==> config.mk <==
export PLATFORM = sky130hd
export DESIGN_NAME = binary32_adder_unit
export DESIGN_NICKNAME = d
export VERILOG_FILES = /design/src/rtl/b32a_pkg.sv /design/src/rtl/b32a_ctrl.sv /design/src/rtl/b32a_dp.sv /design/src/rtl/binary32_adder_unit.sv
export VERILOG_INCLUDE_DIRS = /design/src /design/src/rtl
export SDC_FILE = /design/constraint.sdc
export NUM_CORES = 1
export LEC_CHECK = 0
export ABC_CLOCK_PERIOD_IN_PS = 4800
export BUFFER_PORTS_ARGS = -buffer_cell sky130_fd_sc_hd__buf_2
export CAP_MARGIN = 20
export CORE_ASPECT_RATIO = 0.9
export CORE_MARGIN = 2
export CORE_UTILIZATION = 60
export DETAILED_ROUTE_END_ITERATION = 7
export PLACE_DENSITY = 0.79
export SYNTH_ARGS = -nofsm -noshare
export SYNTH_HDL_FRONTEND = slang
export SYNTH_SLANG_ARGS = --single-unit
==> constraint.sdc <==
create_clock -name clock -period 4.8 [get_ports clock]
set_input_delay 0.24 -clock clock [delete_from_list [all_inputs] [get_ports clock]]
set_output_delay 0.24 -clock clock [all_outputs]
set_load 0.1 [all_outputs]
==> src/rtl/binary32_adder_unit_assert.svh <==
// Assertion macros for the binary32 adder unit.
// Used by the controller and top level; depends on nothing else.
`ifndef BINARY32_ADDER_UNIT_ASSERT_SVH
`define BINARY32_ADDER_UNIT_ASSERT_SVH
`define B32A_ASSERT_IMPL(label, clk, rst, ante, cons) \
   label: assert property (@(posedge clk) disable iff (rst) (ante) |-> (cons)) \
      else $error("assertion failed");
`define B32A_ASSERT_NEXT(label, clk, rst, ante, cons) \
   label: assert property (@(posedge clk) disable iff (rst) (ante) |=> (cons)) \
      else $error("assertion failed");
`endif

==> src/rtl/b32a_pkg.sv <==
// Shared types and constants for the binary32 adder unit.
// No dependencies.
package b32a_pkg;
   localparam int unsigned ExpWidth = 8;
   localparam int unsigned FracWidth = 23;
   localparam int unsigned ManWidth = FracWidth + 1;
   localparam int unsigned ShiftLimit = 24;
   localparam logic [ManWidth-1:0] HiddenOne = ManWidth'(1) << FracWidth;

   typedef struct packed {
      logic load;
      logic align;
      logic addsub;
      logic norm_step;
   } dp_cmd_type;

   typedef struct packed {
      logic zero;
      logic normalized;
   } dp_stat_type;
endpackage

==> src/rtl/b32a_ctrl.sv <==
// Controller state machine for the binary32 adder unit.
// Depends on b32a_pkg and binary32_adder_unit_assert.svh.
`include "binary32_adder_unit_assert.svh"
module b32a_ctrl (
   input  logic                  clock,
   input  logic                  reset,
   input  logic                  req_valid,
   output logic                  req_ready,
   output logic                  rsp_valid,
   input  logic                  rsp_ready,
   input  b32a_pkg::dp_stat_type stat,
   output b32a_pkg::dp_cmd_type  cmd
);
   typedef enum logic [2:0] {S_IDLE, S_ALIGN, S_ADD, S_NORM, S_DONE} state_type;
   state_type state_ff, state_in;

   always_comb begin
      state_in = state_ff;
      cmd = '0;
      req_ready = 1'b0;
      case (state_ff)
         S_IDLE: begin
            req_ready = 1'b1;
            if (req_valid) begin
               cmd.load = 1'b1;
               state_in = S_ALIGN;
            end
         end
         S_ALIGN: begin
            cmd.align = 1'b1;
            state_in = S_ADD;
         end
         S_ADD: begin
            cmd.addsub = 1'b1;
            state_in = S_NORM;
         end
         S_NORM: begin
            if (stat.zero || stat.normalized) state_in = S_DONE;
            else cmd.norm_step = 1'b1;
         end
         S_DONE: begin
            req_ready = rsp_ready;
            if (rsp_ready) begin
               if (req_valid) begin
                  cmd.load = 1'b1;
                  state_in = S_ALIGN;
               end else begin
                  state_in = S_IDLE;
               end
            end
         end
         default: state_in = S_IDLE;
      endcase
   end

   assign rsp_valid = (state_ff == S_DONE);

   always_ff @(posedge clock) begin
      if (reset) state_ff <= S_IDLE;
      else state_ff <= state_in;
   end

   `B32A_ASSERT_IMPL(a_load_ready, clock, reset, cmd.load, req_ready && req_valid)
   `B32A_ASSERT_NEXT(a_load_align, clock, reset, cmd.load, state_ff == S_ALIGN)
   `B32A_ASSERT_IMPL(a_norm_only, clock, reset, cmd.norm_step, !stat.zero && !stat.normalized)
endmodule

==> src/rtl/b32a_dp.sv <==
// Datapath for the binary32 adder unit: swap, align, add, normalize.
// Depends on b32a_pkg.
module b32a_dp (
   input  logic                  clock,
   input  logic [31:0]           req_operand_a,
   input  logic [31:0]           req_operand_b,
   input  b32a_pkg::dp_cmd_type  cmd,
   output b32a_pkg::dp_stat_type stat,
   output logic [31:0]           rsp_sum_word
);
   localparam int unsigned EW = b32a_pkg::ExpWidth;
   localparam int unsigned MW = b32a_pkg::ManWidth;
   localparam int unsigned FW = b32a_pkg::FracWidth;

   logic          sign_ff, sub_ff;
   logic [EW-1:0] exp_ff, diff_ff;
   logic [MW-1:0] man_big_ff, man_small_ff;
   logic [MW:0]   man_ff;

   logic          swap;
   logic [31:0]   big, small_w;
   logic [EW-1:0] exp_big, exp_small;

   assign swap = req_operand_a[30:0] < req_operand_b[30:0];
   assign big = swap ? req_operand_b : req_operand_a;
   assign small_w = swap ? req_operand_a : req_operand_b;
   assign exp_big = big[30:23];
   assign exp_small = small_w[30:23];

   always_ff @(posedge clock) begin
      if (cmd.load) begin
         sign_ff <= big[31];
         sub_ff <= big[31] ^ small_w[31];
         exp_ff <= exp_big;
         diff_ff <= exp_big - exp_small;
         man_big_ff <= b32a_pkg::HiddenOne | MW'(big[FW-1:0]);
         man_small_ff <= b32a_pkg::HiddenOne | MW'(small_w[FW-1:0]);
      end else if (cmd.align) begin
         if (diff_ff >= EW'(b32a_pkg::ShiftLimit)) man_small_ff <= '0;
         else man_small_ff <= man_small_ff >> diff_ff;
      end else if (cmd.addsub) begin
         if (sub_ff) man_ff <= {1'b0, man_big_ff} - {1'b0, man_small_ff};
         else man_ff <= {1'b0, man_big_ff} + {1'b0, man_small_ff};
      end else if (cmd.norm_step && man_ff[MW]) begin
         man_ff <= man_ff >> 1;
         exp_ff <= exp_ff + EW'(1);
      end else if (cmd.norm_step) begin
         man_ff <= man_ff << 1;
         exp_ff <= exp_ff - EW'(1);
      end
   end

   assign stat.zero = (man_ff == '0);
   assign stat.normalized = man_ff[MW-1] && !man_ff[MW];
   assign rsp_sum_word = stat.zero ? 32'd0 : {sign_ff, exp_ff, man_ff[FW-1:0]};
endmodule

==> src/rtl/binary32_adder_unit.sv <==
// Top level of the binary32 adder unit.
// Depends on b32a_pkg, b32a_ctrl, b32a_dp and the assertion header.
// One operand pair at a time: states ALIGN and ADD align and add, then NORM
// checks the sum and shifts it right once when it carries out, or left once
// per leading zero (up to 23 shifts); the result beat then waits in DONE;
// the next pair is taken in the cycle the result is taken.
`include "binary32_adder_unit_assert.svh"
module binary32_adder_unit (
   input  logic        clock,
   input  logic        reset,
   input  logic        req_valid,
   output logic        req_ready,
   input  logic [31:0] req_operand_a,
   input  logic [31:0] req_operand_b,
   output logic        rsp_valid,
   input  logic        rsp_ready,
   output logic [31:0] rsp_sum_word
);
   b32a_pkg::dp_cmd_type  cmd;
   b32a_pkg::dp_stat_type stat;

   b32a_ctrl u_ctrl (
      .clock(clock), .reset(reset), .req_valid(req_valid), .req_ready(req_ready),
      .rsp_valid(rsp_valid), .rsp_ready(rsp_ready), .stat(stat), .cmd(cmd)
   );

   b32a_dp u_dp (
      .clock(clock), .req_operand_a(req_operand_a), .req_operand_b(req_operand_b),
      .cmd(cmd), .stat(stat), .rsp_sum_word(rsp_sum_word)
   );

   `B32A_ASSERT_IMPL(a_valid_norm, clock, reset, rsp_valid, stat.zero || stat.normalized)
   `B32A_ASSERT_IMPL(a_zero_word, clock, reset, rsp_valid && stat.zero, rsp_sum_word == 32'd0)
   `B32A_ASSERT_NEXT(a_hold, clock, reset, rsp_valid && !rsp_ready, rsp_valid)
endmodule
==> results of run 1 <==
[metrics by stage]
step                power, uW  std cells  worst slack (ns)
finish                   3640       1267             0.814
global route             3840       1267             0.446
CTS                      3620       1266             0.856
detailed placement       2920       1250             0.884
global placement         2900       1250              1.05
floorplan                2540       1017             0.860
[metal layers]
layer / global-route usage / vias up
met5: 0 / -
met4: 0.103 / 0
met3: 0.0618 / 56
met2: 0.501 / 416
met1: 0.408 / 3575
li1: - / 3792
[where the power goes]
group	switching [uW]	internal, uW
registers	146	1060
logic	1130	613
clock network	313	380
[worst min-delay path by stage]
stage | startpoint | endpoint | slack (ns) | cells past startpoint
global route | reset | u_ctrl.state_ff[1] | 0.07 | 2
floorplan | reset | u_ctrl.state_ff[0] | 0.31 | 1
CTS | reset | u_ctrl.state_ff[1] | 0.07 | 2
detailed placement | reset | u_ctrl.state_ff[1] | 0.44 | 2
finish | reset | u_ctrl.state_ff[1] | 0.07 | 2
global placement | reset | u_ctrl.state_ff[1] | 0.44 | 2
[layout make-up]
type,instances,area [um2]
clock buffer,13,260
tap,193,241
clock inverter,3,21.3
fill,1190,4610
timing repair buffer,112,588
sequential,93,2750
multi-input combinational,789,5240
inverter,64,240
[cell usage in the layout, fill, tap and decap left out, types with 11 or more instances in the layout]
cell type / count
a21o_1: 15
o21ai_0: 95
ha_1: 60
a21oi_1: 85
nand2b_1: 13
inv_1: 63
mux2i_1: 34
mux2_2: 18
nand2_1: 115
o22ai_1: 24
nand3_1: 27
nor2_1: 79
nor2b_1: 14
nor3_1: 21
xnor2_1: 36
and3_1: 13
buf_2: 101
edfxtp_1: 89
nor4_1: 11
[logic make-up after synthesis]
logic type,Yosys count,synth area share
and+or+nand+nor,327,0.181
AOI/OAI and AO/OA,296,0.213
buffers and inverters,135,0.0620
DFF,93,0.324
adders and majority gates,62,0.0930
muxes,58,0.0798
xor gates and xnor gates,46,0.0474
[critical path, delay by kind of cell, from the launching register on]
kind                     cells  cell delay (ns)
AO/OA/AOI/OAI                8             1.52
XOR/XNOR                     2             0.34
adder cells (fa/ha/maj)      1             0.34
flip-flops                   1             0.49
AND/OR/NAND/NOR              4             1.05
[sequential cells by signal, indices dropped and copies added, names as in the netlist]
| signal | count |
|---|---|
| u_ctrl.state_ff | 3 |
| u_dp.diff_ff | 8 |
| u_dp.exp_ff | 8 |
| u_dp.man_big_ff | 23 |
| u_dp.man_ff | 25 |
| u_dp.man_small_ff | 24 |
| u_dp.sign_ff | 1 |
| u_dp.sub_ff | 1 |
==> results.py, run 1 <==
metrics = {
    "run_status": {
        "outcome": "finished, final reports clean",
    },
    "yosys": {
        "yosysTopAreaCell": "edfxtp_1",
        "synthFlopType": "edfxtp_1",
        "synthArstFlopShare": 0,
        "synth_area_mm2": 0.00850,
        "synth_edf_count": 89,
        "ys_top_cells_by_area": "edfxtp_1 31%, ha_1 8.8%, o21ai_0 5.6%, nand2_1 5.1%, a21oi_1 5.0%",
        "synthCells": 1017,
        "yosysSeqAreaShare": 0.324,
        "synth_top_area_share": 0.314,
        "yosysWarnings": 0,
        "yosysMostFrequentCell": "nand2_1",
        "yosysUniqueCellTypes": 68,
        "synthTopCellsByCount": "115 x nand2_1, 95 x o21ai_0, 89 x edfxtp_1",
        "synth.avg_cell_area_um2": 8.36,
        "synth_seq_cells": 93,
        "synth_fp_nets": 1147,
    },
    "sta": {
        "finalHoldViolations": 0,
        "worst_slew_pin_slew_ns": 1.04,
        "finalClockSkew_ns": 0.0114,
        "slew_headroom": 0.304,
        "fin_tns_setup_ns": 0,
        "layout_min_cycle_time_ns": 3.99,
        "slew_violations": 0,
        "fin_crit_sh": 0.830,
        "hold_ws_ns": 0.0734,
        "finalSetupViolCount": 0,
        "rsz0062_at_grt": "false",
        "fmax_mhz": 251,
    },
    "hold_path": {
        "hold_class": "input port to register",
    },
    "place": {
        "numPortBuffers": 101,
        "dpl-instance-area_mm2": 0.00906,
        "gp_congestion": 0.983,
        "dpl.hpwl_um": 17100,
    },
    "floorplanning": {
        "die_area_mm2": 0.0151,
        "die_h_um": 117,
        "io-pin-count": 102,
        "core.rowCount": 41,
        "die_w_um": 129,
        "core_mm2": 0.0140,
        "start_util": 0.609,
    },
    "cts": {
        "htreeDepth": 3,
        "clock_path_buffers": 2,
        "clockRootBuffer": "clkbuf_16",
        "post_cts_buffers": 0,
        "clk_pin_slew_ns": 0.07,
        "clock_latency_ns": 0.36,
        "cts_resized": 0,
        "cts_tree": "yes",
        "hold_buffers": 0,
        "numCtsBuffers": 9,
        "cts.sinks": 93,
    },
    "setup_path": {
        "reg2reg_to": "u_dp.man_ff[24]",
        "crit_type": "register to register",
        "slowest_delay_ns": 0.49,
        "cp_cell_sequence": "or3_1, nor3_1, a21oi_1, nor2_1, o21ai_0, xnor2_1, ha_1, a21o_1, a21o_1, nand2_1, o21ai_0, o31ai_1, o21ai_0, xnor2_1, o21ai_0",
        "critPathCapture": "u_dp.man_ff[24]",
        "cp-start-kind": "register",
        "reg2reg_slack_ns": 0.81,
        "startpoint": "u_dp.man_small_ff[4]",
        "cp-end-kind": "register",
        "worst_r2r_path_depth": 15,
        "cpMaxStageDelayCell": "edfxtp_1",
        "rr_startpoint": "u_dp.man_small_ff[4]",
        "required_ns": 4.90,
        "cp_data_arrival_time_ns": 4.09,
        "critical_path.most_common_cell": "o21ai_0",
        "cp_max_fo": 7,
    },
    "cells_and_area": {
        "syn_to_final_growth_pct": 9.94,
        "drive_above_1_share": 0.156,
        "finalNetCount": 1199,
        "final_util": 0.670,
        "fin_area_mm2": 0.00935,
        "antenna_cells": 0,
    },
    "route": {
        "num_vias": 7839,
        "wl_met3_um": 1910,
        "wl_met2_um": 10500,
        "drt.antenna.violating_nets": 0,
        "drcViolationCount": 0,
        "drtIter0Drc": 826,
        "routed_wl_um": 23100,
        "avgRoutedWirePerCell_um": 18.2,
        "m1WireLength_um": 9950,
        "vias_per_cell": 6.19,
        "dr.pass1.iters": 6,
        "top_layer": "met4",
    },
    "grt": {
        "grt_pass1_wl_um": 35400,
        "grt_max_degree": 48,
        "antenna_found_initial": 0,
        "overflow": 0,
        "grtUsageTotal": 0.305,
        "grt_pass1_vias": 7020,
    },
    "power": {
        "power_density_mw_per_mm2": 390,
        "ir_drop_mv": 0.294,
        "leakage_uw": 0.00395,
    },
    "flow_run": {
        "max_cap_violations": 0,
    },
}
Power figures use the tool's default switching activity.
==> inputs of run 2 (changes only) <==
--- a/config.mk
+++ b/config.mk
@@ -6,14 +6,14 @@
 export SDC_FILE = /design/constraint.sdc
 export NUM_CORES = 1
 export LEC_CHECK = 0
-export ABC_CLOCK_PERIOD_IN_PS = 4800
+export ABC_CLOCK_PERIOD_IN_PS = 3400
 export BUFFER_PORTS_ARGS = -buffer_cell sky130_fd_sc_hd__buf_2
 export CAP_MARGIN = 20
 export CORE_ASPECT_RATIO = 0.9
 export CORE_MARGIN = 2
-export CORE_UTILIZATION = 60
+export CORE_UTILIZATION = 54
 export DETAILED_ROUTE_END_ITERATION = 7
-export PLACE_DENSITY = 0.79
+export PLACE_DENSITY = 0.75
 export SYNTH_ARGS = -nofsm -noshare
 export SYNTH_HDL_FRONTEND = slang
 export SYNTH_SLANG_ARGS = --single-unit
==> constraint.sdc (replaced) <==
create_clock -name clock -period 3.4 [get_ports clock]
set_input_delay 0.17 -clock clock [delete_from_list [all_inputs] [get_ports clock]]
set_output_delay 0.17 -clock clock [all_outputs]
set_load 0.1 [all_outputs]
==> results.py, run 2 (same netlist as run 1, synthesis figures left out) <==
metrics = {
    "grt": {
        "met3_usage": 0.0476,
        "antenna_found_initial": 0,
        "grtUsageTotal": 0.296,
        "grt.busiest_layer": "met2",
        "met2_usage": 0.491,
        "overflow": 0,
        "grt_pass1_vias": 7537,
        "grt_pass1_wl_um": 38200,
        "grt_util_met1": 0.394,
        "grt_max_degree": 50,
    },
    "floorplanning": {
        "die_area_mm2": 0.0168,
        "die_w_um": 136,
        "core.rowCount": 43,
        "core_mm2": 0.0154,
        "die_h_um": 123,
        "start_util": 0.552,
        "io-pin-count": 102,
    },
    "cells_and_area": {
        "finalNetCount": 1260,
        "stdcell_count": 1337,
        "layout_common_cells": "114 x nand2_1, 101 x buf_2, 89 x edfxtp_1",
        "fill_cells": 1303,
        "fin_area_mm2": 0.0100,
        "layout_commonest_cell": "nand2_1",
        "drive_above_1_share": 0.232,
        "antenna_cells": 0,
        "top_register": "u_dp.man_ff",
        "multi_input_area_mm2": 0.00541,
        "reg.largest.list": "u_dp.man_ff x25, u_dp.man_small_ff x24, u_dp.man_big_ff x23",
        "syn_to_final_growth_pct": 17.6,
        "largest_register_ffs": 25,
        "register_area_mm2": 0.00275,
    },
    "cts": {
        "numCtsBuffers": 9,
        "cts_tree": "yes",
        "clockRootBuffer": "clkbuf_16",
        "clock_path_buffers": 2,
        "clock_latency_ns": 0.36,
        "cts.sinks": 93,
        "htreeDepth": 3,
        "clk_pin_slew_ns": 0.07,
    },
    "sta": {
        "finalHoldViolations": 0,
        "fin_crit_sh": 1.03,
        "slew_headroom": 0.293,
        "hold_ws_ns": 0.117,
        "layout_setup_ws_ns": -0.106,
        "rsz0062_at_grt": "true",
        "worst_slew_pin_slew_ns": 1.06,
        "slew_violations": 0,
        "layout_min_cycle_time_ns": 3.51,
        "finalSetupViolCount": 3,
        "fmax_mhz": 285,
        "finalClockSkew_ns": 0.00881,
    },
    "place": {
        "dpl.hpwl_um": 18700,
        "numPlacedInstances": 1311,
        "numPortBuffers": 101,
        "gp_congestion": 0.954,
        "dpl-instance-area_mm2": 0.00948,
        "dp_slack_ns": -0.257,
    },
    "power": {
        "ir_drop_mv": 0.384,
        "power_density_mw_per_mm2": 552,
        "leakage_uw": 0.00427,
        "total_power_uw": 5520,
    },
    "run_status": {
        "violations": "setup timing",
        "outcome": "finished with violations",
    },
    "setup_path": {
        "cp-end-kind": "register",
        "critical_path.most_common_cell": "a21o_1",
        "cp_max_fo": 3,
        "required_ns": 3.45,
        "crit_type": "register to register",
        "cp_data_arrival_time_ns": 3.56,
        "cp-start-kind": "register",
        "cpMaxStageDelayCell": "edfxtp_1",
        "cp_cell_sequence": "buf_6, nor4_4, and4_4, a21oi_2, xnor2_1, ha_1, a21o_1, a21o_1, a21o_1, nand3_2, nand2_2, a211o_1, a31oi_1, xnor2_1, a22oi_1",
        "slowest_delay_ns": 0.44,
    },
    "flow_run": {
        "max_cap_violations": 0,
    },
    "route": {
        "avgRoutedWirePerCell_um": 18.2,
        "num_vias": 8033,
        "drt.antenna.violating_nets": 0,
        "vias_per_cell": 6.01,
        "routed_wl_um": 24400,
        "drcViolationCount": 0,
        "drtIter0Drc": 748,
        "dr.pass1.iters": 5,
    },
    "hold_path": {
        "hold_class": "input port to register",
    },
}
-- run 2: worst max-delay path: cells and delay by family (launching register included) --
| family | cells | cell delay [ns] |
|---|---|---|
| AOI/OAI and AO/OA | 7 | 1.21 |
| xor gates and xnor gates | 2 | 0.28 |
| adders and majority gates | 1 | 0.32 |
| buffers and inverters | 1 | 0.16 |
| DFF | 1 | 0.44 |
| and+or+nand+nor | 4 | 0.79 |
-- run 2: cell type report --
| type | instances | share of cell area |
|---|---|---|
| Tap cell | 202 | 0.0253 |
| Inverter | 64 | 0.0240 |
| Multi-Input combinational cell | 789 | 0.541 |
| Clock buffer | 12 | 0.0257 |
| Clock inverter | 4 | 0.00325 |
| Timing Repair Buffer | 173 | 0.105 |
| Sequential cell | 93 | 0.275 |
-- run 2: final timing paths --
check / from / slack [ns] / endpoint / cells after the start
setup / recovery: u_dp.man_small_ff[4] / -0.11 / u_dp.man_ff[23] / 15
hold / removal: rsp_ready / 0.12 / u_ctrl.state_ff[2] / 4
setup reg to reg: u_dp.man_small_ff[4] / -0.11 / u_dp.man_ff[23] / 15
hold reg to reg: u_ctrl.state_ff[0] / 0.65 / u_ctrl.state_ff[2] / 3
-- run 2: power breakdown --
part	total [uW]	switching, uW	internal, uW	leakage [uW]
registers	1700	196	1500	0.000889
clock network	996	455	541	0.000135
logic	2830	1730	1110	0.00325
total	5520	2380	3140	0.00427
-- run 2: timing repair --
action / CTS / global route
pin swaps: 11 / 26
setup buffers: 3 / 6
hold endpoints to repair: 3 / 0
cloned: 0 / 0
endpoints found under the setup margin: 9 / 15
gates resized for setup: 13 / 40
hold buffers: 1 / 0
-- run 2: per-layer routing --
| metal | vias to the layer above | part of all wire |
|---|---|---|
| li1 | 3922 | - |
| met4 | 0 | 0.027 |
| met2 | 326 | 0.47 |
| met5 | - | 0 |
| met3 | 46 | 0.075 |
| met1 | 3739 | 0.43 |
-- run 2: through the flow --
stage	setup TNS, ns	util
floorplan	-0.0506	-
global placement	-0.0441	0.616
detailed placement	-1.51	0.616
CTS	-0.0790	0.640
global route	-1.04	0.650
finish	-0.224	0.650
==> inputs of run 3 (changes only) <==
--- a/config.mk
+++ b/config.mk
@@ -13,7 +13,7 @@
 export CORE_MARGIN = 2
 export CORE_UTILIZATION = 54
 export DETAILED_ROUTE_END_ITERATION = 7
-export PLACE_DENSITY = 0.75
+export PLACE_DENSITY = 0.74
 export SYNTH_ARGS = -nofsm -noshare
 export SYNTH_HDL_FRONTEND = slang
 export SYNTH_SLANG_ARGS = --single-unit
==> results.py, run 3 (same netlist as run 1, synthesis figures left out) <==
metrics = {
    "grt": {
        "grt_max_degree": 50,
        "antenna_found_initial": 0,
        "grt_pass1_wl_um": 38800,
        "grt_pass1_vias": 7499,
        "grtUsageTotal": 0.300,
        "overflow": 0,
    },
    "power": {
        "ir_drop_mv": 0.461,
        "power_density_mw_per_mm2": 557,
        "leakage_uw": 0.00429,
        "total_power_uw": 5590,
    },
    "route": {
        "drcViolationCount": 0,
        "drt.antenna.violating_nets": 0,
        "vias_per_cell": 6.04,
        "avgRoutedWirePerCell_um": 18.6,
        "drtIter0Drc": 726,
        "dr.pass1.iters": 5,
        "num_vias": 8066,
        "routed_wl_um": 24900,
    },
    "sta": {
        "rsz0062_at_grt": "true",
        "slew_violations": 0,
        "fmax_mhz": 290,
        "finalHoldViolations": 0,
        "finalClockSkew_ns": 0.0112,
        "layout_min_cycle_time_ns": 3.45,
        "finalSetupViolCount": 4,
        "fin_tns_setup_ns": -0.109,
        "worst_slew_pin_slew_ns": 0.986,
        "fin_crit_sh": 1.02,
        "layout_setup_ws_ns": -0.0510,
        "slew_headroom": 0.341,
    },
    "place": {
        "dpl.hpwl_um": 18500,
        "numPortBuffers": 101,
        "gp_congestion": 0.961,
        "dpl-instance-area_mm2": 0.00949,
    },
    "floorplanning": {
        "die_area_mm2": 0.0168,
        "die_h_um": 123,
        "die_w_um": 136,
        "core_mm2": 0.0154,
        "core.rowCount": 43,
        "start_util": 0.552,
        "io-pin-count": 102,
    },
    "setup_path": {
        "reg2reg_to": "u_dp.man_ff[23]",
        "cp-start-kind": "register",
        "required_ns": 3.47,
        "rr_startpoint": "u_dp.man_small_ff[4]",
        "cp_max_fo": 3,
        "cp-end-kind": "register",
        "reg2reg_slack_ns": -0.05,
        "worst_r2r_path_depth": 16,
        "crit_type": "register to register",
        "cp_data_arrival_time_ns": 3.52,
        "startpoint": "u_dp.man_small_ff[4]",
    },
    "cells_and_area": {
        "layout_common_cells": "113 x nand2_1, 101 x buf_2, 89 x edfxtp_1",
        "reg.largest.list": "u_dp.man_ff x25, u_dp.man_small_ff x24, u_dp.man_big_ff x23",
        "fin_area_mm2": 0.0100,
        "largest_register_ffs": 25,
        "antenna_cells": 0,
        "syn_to_final_growth_pct": 17.9,
        "top_register": "u_dp.man_ff",
        "layout_commonest_cell": "nand2_1",
        "finalNetCount": 1259,
        "drive_above_1_share": 0.233,
    },
    "run_status": {
        "violations": "setup timing",
        "outcome": "finished with violations",
    },
    "cts": {
        "htreeDepth": 3,
        "clock_path_buffers": 2,
        "clk_pin_slew_ns": 0.07,
        "cts_tree": "yes",
        "clockRootBuffer": "clkbuf_16",
        "clock_latency_ns": 0.36,
        "cts.sinks": 93,
        "numCtsBuffers": 9,
    },
    "flow_run": {
        "max_cap_violations": 0,
    },
    "hold_path": {
        "min_to": "u_ctrl.state_ff[2]",
        "hold_class": "input port to register",
        "holdCritStartpoint": "rsp_ready",
        "timing.hold.worst_path_depth": 4,
    },
}
[run 3: cell types whose count changed in the layout (fill, tap and decap cells not counted), moves of 2 or more]
cell / before / now
clkinvlp_4: 2 / 0
ha_2: 1 / 3
ha_1: 59 / 56
o21ai_1: 14 / 10
a21oi_1: 78 / 76
and2_4: 3 / 1
xnor2_1: 36 / 34
clkinv_2: 0 / 3
and2_1: 1 / 3
clkbuf_8: 2 / 0
o21ai_0: 80 / 85
xnor2_2: 0 / 2
[run 3: what timing repair did]
item | CTS | global route
hold buffers | 1 | 0
pin swaps | 5 | 21
setup endpoints to repair | 8 | 16
cloned | 0 | 0
endpoints found under the hold margin | 3 | 0
setup buffers | 4 | 4
gates resized for setup | 13 | 35
[run 3: layout make-up]
cell class / instances / area [um2]
Fill cell: 1334 / 5360
Timing Repair Buffer: 172 / 1050
Clock inverter: 6 / 62.6
Multi-Input combinational cell: 789 / 5440
Clock buffer: 10 / 229
Sequential cell: 93 / 2750
Inverter: 64 / 240
Tap cell: 202 / 253
[run 3: worst max path at each step]
| stage | cells past startpoint | to |
|---|---|---|
| 2_1_floorplan | 7 | u_dp.exp_ff[0] |
| 3_3_place_gp | 16 | u_dp.man_ff[24] |
| 3_5_place_dp | 14 | u_dp.man_ff[24] |
| 4_1_cts | 14 | u_dp.man_ff[16] |
| 5_1_grt | 14 | u_dp.man_ff[16] |
| 6_report | 16 | u_dp.man_ff[23] |
[run 3: routing by layer]
metal,vias to the layer above,track usage,share of wire
met4,0,0.0762,0.020
met3,42,0.0656,0.073
met2,331,0.502,0.47
met1,3773,0.397,0.44
li1,3920,-,-
met5,-,0,0
[run 3: where the power goes]
group | switching [uW] | internal [uW] | leakage, uW
sequential | 209 | 1500 | 0.000889
combinational | 1720 | 1120 | 0.00326
clock | 468 | 571 | 0.000147
[run 3: metrics by stage]
step	hold WS [ns]	worst slack, ns	std cells	utilization
5_1_grt	0.143	-0.211	1336	0.652
2_1_floorplan	0.239	-0.0506	1017	-
3_5_place_dp	0.372	-0.0918	1311	0.617
3_3_place_gp	0.363	-0.0220	1311	0.617
6_report	0.109	-0.0510	1336	0.652
4_1_cts	0.112	0.00103	1332	0.641
[run 3: worst max-delay path, cell delays in order, from the launching register on]
cell	delay, ns
edfxtp_1	0.39
or3_4	0.42
nor3_4	0.25
a21oi_2	0.10
nor2_2	0.16
buf_4	0.15
xnor2_2	0.07
ha_2	0.18
a21o_1	0.17
a21o_1	0.18
a21o_1	0.19
nand3_1	0.12
nand2_2	0.07
a211o_1	0.27
a31oi_1	0.19
xnor2_1	0.15
a22oi_1	0.11
